==> src/design/text_console_writer_macros.svh <==
// Assertion macros shared by the text console writer RTL.
// Expects a clock named clk and an active-high reset named rst in scope.
`ifndef TEXT_CONSOLE_WRITER_MACROS_SVH
`define TEXT_CONSOLE_WRITER_MACROS_SVH

// Check a property on every clock edge outside reset.
`define TCW_ASSERT(lbl, prop, msg) \
  lbl: assert property (@(posedge clk) disable iff (rst) (prop)) else $error(msg);

// Check a property on every clock edge, reset included.
`define TCW_ASSERT_ALWAYS(lbl, prop, msg) \
  lbl: assert property (@(posedge clk) (prop)) else $error(msg);

`endif

==> src/design/tcw_ram.sv <==
// Generic simple dual-port RAM: one write port, one registered read port.
// No dependencies.
`timescale 1ns / 1ps

module tcw_ram #(
  parameter int WIDTH = 16,
  parameter int DEPTH = 2,
  localparam int AW   = $clog2(DEPTH)
) (
  input  logic             clk,
  input  logic             we,
  input  logic [AW-1:0]    waddr,
  input  logic [WIDTH-1:0] wdata,
  input  logic [AW-1:0]    raddr,
  output logic [WIDTH-1:0] rdata
);

  logic [WIDTH-1:0] mem [DEPTH];

  always_ff @(posedge clk) begin
    if (we) begin
      mem[waddr] <= wdata;
    end
    rdata <= mem[raddr];
  end

endmodule

==> config.mk <==
export PLATFORM = sky130hd
export DESIGN_NAME = tcw_ram
export DESIGN_NICKNAME = d
export VERILOG_FILES = /design/src/design/text_console_writer_macros.svh /design/src/design/tcw_ram.sv
export SDC_FILE = /design/constraint.sdc
export NUM_CORES = 1
export LEC_CHECK = 0
export ABC_AREA = 1
export BUFFER_PORTS_ARGS = -buffer_cell sky130_fd_sc_hd__clkbuf_2
export CORE_UTILIZATION = 55
export DETAILED_ROUTE_END_ITERATION = 10
export GPL_TIMING_DRIVEN = 0
export HOLD_SLACK_MARGIN = 0.06
export PLACE_DENSITY = 0.81
export SETUP_SLACK_MARGIN = 0.5
export SLEW_MARGIN = 20
export SYNTH_ARGS = -nofsm -noshare
export SYNTH_HDL_FRONTEND = slang
export SYNTH_SLANG_ARGS = --single-unit
==> constraint.sdc <==
create_clock -name clk -period 2.8 [get_ports clk]
set_input_delay 0 -clock clk [delete_from_list [all_inputs] [get_ports clk]]
set_output_delay 0 -clock clk [all_outputs]
set_load 0.02 [all_outputs]
### Yosys cells after proc, flatten, opt, wreduce, memory -nomap -nowiden

Memories as Yosys holds them, arrays and structs flattened. A register that Yosys moved wholly into a read port is not among the register bits.
Index checks and enable logic that the tools add are counted.

| storage, ports and cells | value |
|---|---|
| bits in writable memories | 32 |
| input bits | 20 |
| memories | 1 |
| logic and storage cells | 3 |
| flip-flop bits (word level) | 0 |

| operators by class | value |
|---|---|
| muxes and demuxes | 2 |

Memories:

| name | words | width | rd ports | clocked after memory_dff | wr ports | RTL line | source |
|---|---|---|---|---|---|---|---|
| mem | 2 | 16 | 1 | 1 | 1 | tcw_ram.sv:18 | `logic [WIDTH-1:0] mem [DEPTH];` |

Operators with widths:

| kind | number |
|---|---|
| $mux 1 | 2 |

### Logic depth before layout (Yosys ltp)

| logic depth | value |
|---|---|
| word-level depth | 2 |
| gate-level depth with buffers | 5 |

### Worst setup path after synthesis

OpenSTA, ideal clock, no wires.

| path | value |
|---|---|
| path kind | input -> register |
| from | input port we |
| to | memory mem[0][0], enable pin |
| path buffers | 0 |
| stages on the path | 2 |
| setup slack | 1.690 ns |
| data required time | 2.411 ns |
| arrival time | 0.722 ns |
| cells stage by stage | inv_1 > nor2_1 |

| on the way | value |
|---|---|
| longest elaborated chain between the ends | 2 |

RTL lines:

| element | RTL line | source |
|---|---|---|
| start: declaration | tcw_ram.sv:11 | `input logic we,` |
| $mux 1 | tcw_ram.sv:21 | `if (we) begin` |
| $mux 1 (implied by the code) | tcw_ram.sv:22 | `mem[waddr] <= wdata;` |
| end: declaration | tcw_ram.sv:18 |  |

Every way passes these cells.

### Worst setup path in the final report

| path | value |
|---|---|
| from | register rdata[6], read port of mem |
| to | output port rdata[6] |

RTL lines:

| element | RTL line | source |
|---|---|---|
| start: declaration | tcw_ram.sv:15 | `output logic [WIDTH-1:0] rdata` |

No word-level cell between the ends.

==> key figures <==
Status
  • Status: completed

Timing
  • Crit path time final: 0.865 ns
  • Hold WS: 0.0913 ns
  • Least-Margin Pin Slew: 0.773 ns
  • Setup_tns: 0 ns
  • Final Cycle Share: 0.309
  • Worst setup margin: 1.93 ns
  • RSZ-0062 raised after global routing: no
  • Rel. slew slack: 0.484
  • Max Freq: 1160 MHz
  • Setup Skew: 0.00910 ns
  • Slew Viols, Final: 0
  • Final setup fails: 0
  • Final hold violations: 0

Clocking
  • H-tree depth: 2
  • CTS resizes: 0
  • CTS tree: yes
  • # hold bufs at CTS: 17
  • Clock Latency Late Sink: 0.35 ns
  • Clock Sinks: 48
  • Clock Tree Buf Depth: 2
  • Post-CTS Setup Inserts: 0
  • Clock root buffer: clkbuf_4
  • CTS Buf Count: 5
  • Clk slew on worst S/H paths: 0.12 ns

Critical path
  • WP depth: 1
  • Critical Path AT: 0.87 ns
  • CP max FO: 1
  • CP max stage delay: 0.34 ns
  • FF-to-FF End: rdata[7]
  • Crit path required time: 2.80 ns
  • Worst setup SP type: register
  • Worst path cell trace: clkbuf_2
  • Reg2Reg Depth: 2
  • CP Capture Type: output pin
  • Reg2reg start: mem[0][7]
  • Crit path max-delay family: flip-flops
  • Slowest cell on crit path: dfxtp_1
  • WS Path Type: register to output pin
  • Worst path bufs/invs: 1
  • Worst reg2reg setup slack: 2.18 ns

Logic synthesis
  • Synth Area in Compound Gates: 0
  • Simple-gate area share of the yosys netlist: 0.130
  • Post-Syn Nets: 124
  • Synth top area share: 0.624
  • Mean Syn Cell Area: 14.8 µm²
  • XOR/XNOR Fraction of Synth Area: 0
  • Sequential share of the synthesized area: 0.832
  • Synth warnings: 0
  • Gate Count Post-Synth: 104
  • Unique masters post-synth: 9
  • Ranking of synthesized cells by area: edfxtp_1 62%, dfxtp_1 21%, nand2_1 11%
  • Post-Synth Adder-Cell Area: 0
  • Post-synthesis mux area share: 0
  • Synth Register Bits: 48
  • Mapped Area: 0.00154 mm²
  • Leading area contributor after synthesis: edfxtp_1
  • Largest family of logic cells by synthesized area: simple AND/OR/NAND/NOR gates

Cells and area
  • Non-Filler Instances: 193
  • Finished Cell Area: 0.00197 mm²
  • Final core utilization: 0.767
  • Area delta synth->final: 27.9%
  • Final net count: 182
  • ANT cells: 0
  • Layout cell share with drive strength beyond 1: 0.301

Worst hold path
  • Worst Hold Launch: waddr
  • Hold-critical path depth: 2
  • Hold Crit Class: input pin to register
  • Hold endpoint: mem[0][5]

GRT
  • All-layer global routing usage: 0.201
  • Initial antenna violation count: 0
  • Grt ovf: 0
  • Global-route wire length before repair: 3750 µm
  • Vias in the first global route: 858
  • Pin count of the biggest net entering global routing: 17

Floorplan
  • FP Rows: 18
  • Die area: 0.00302 mm²
  • DIE HEIGHT: 54.9 µm
  • Initial Utilization: 0.600
  • Top-Level Pins: 36
  • Die W: 54.9 µm
  • Core ar.: 0.00257 mm²

Detailed routing
  • DR vias/cell: 4.77
  • Routed length per placed instance: 12.3 µm
  • Initial DRC Count: 7
  • Total via count in the routed design: 920
  • ANT nets after route: 0
  • Pre-antenna DRT Iters: 3
  • DRC viols: 0
  • Sum of routed wire length over all layers: 2380 µm

Placement
  • HPWL after DPL: 1460 µm
  • GP Congestion: 0.720
  • Setup WS pre-CTS: 1.69 ns
  • Post-place instance area: 0.00175 mm²
  • Number of port buffers: 34
  • Placed insts: 168

Power
  • Peak supply drop: 0.569 mV
  • Pwr per Cell Area: 632 mW/mm²
  • Leakage: 0.861 nW
  • Total power: 1.24 mW

Run
  • Max cap viols: 0
==> cells in the final DEF (no fill, tap or decap) <==
master         count
buf_12             1
buf_6              2
nor2_2             1
clkbuf_1           3
dlygate4sd3_1     17
dfxtp_1           16
inv_6              1
clkbuf_2          34
nand2_1           44
edfxtp_1          32
nand2_2            5
clkbuf_4           5
inv_1              2
==> logic make-up after synthesis <==
logic type    after synthesis
simple gates               50
flops                      48
buf+inv                     6
==> flip-flops by register name (all words and copies together), names as in the netlist <==
name   count
rdata     16
mem       32
==> Yosys cell counts <==
master    instances
nor2_1            1
edfxtp_1         32
dfxtp_1          16
buf_6             2
nand2_2           5
inv_1             2
inv_6             1
buf_12            1
nand2_1          44
==> cell type report <==
class                   instances  area, µm²
repair buffers                 51        340
flip-flops and latches         48       1280
fillers                       169        598
multi-input cells              50        203
inverters                       3       16.3
clock buffers                   8       48.8
well taps                      30       37.5
plain buffers                   3       42.5
==> per-layer routing <==
metal	track usage	vias to the layer above	routed length [µm]
li1	-	459	-
met2	0.327	21	1300
met1	0.216	433	924
met4	0.0958	0	42
met3	0.101	7	113
met5	0	-	0
==> power by group <==
part | internal [mW] | switching [mW] | total (mW)
Combinational | 0.0539 | 0.0727 | 0.127
Clock | 0.100 | 0.192 | 0.292
Sequential | 0.811 | 0.0147 | 0.826
==> how the worst max path moves through the flow <==
stage,startpoint,endpoint
after global placement,we,mem[0][3]
after CTS,rdata[2],rdata[2]
after floorplan,we,mem[0][0]
after global routing,rdata[6],rdata[6]
after detailed placement,we,mem[0][10]
final,rdata[6],rdata[6]
No activity file was read; power rests on OpenSTA's default activity.
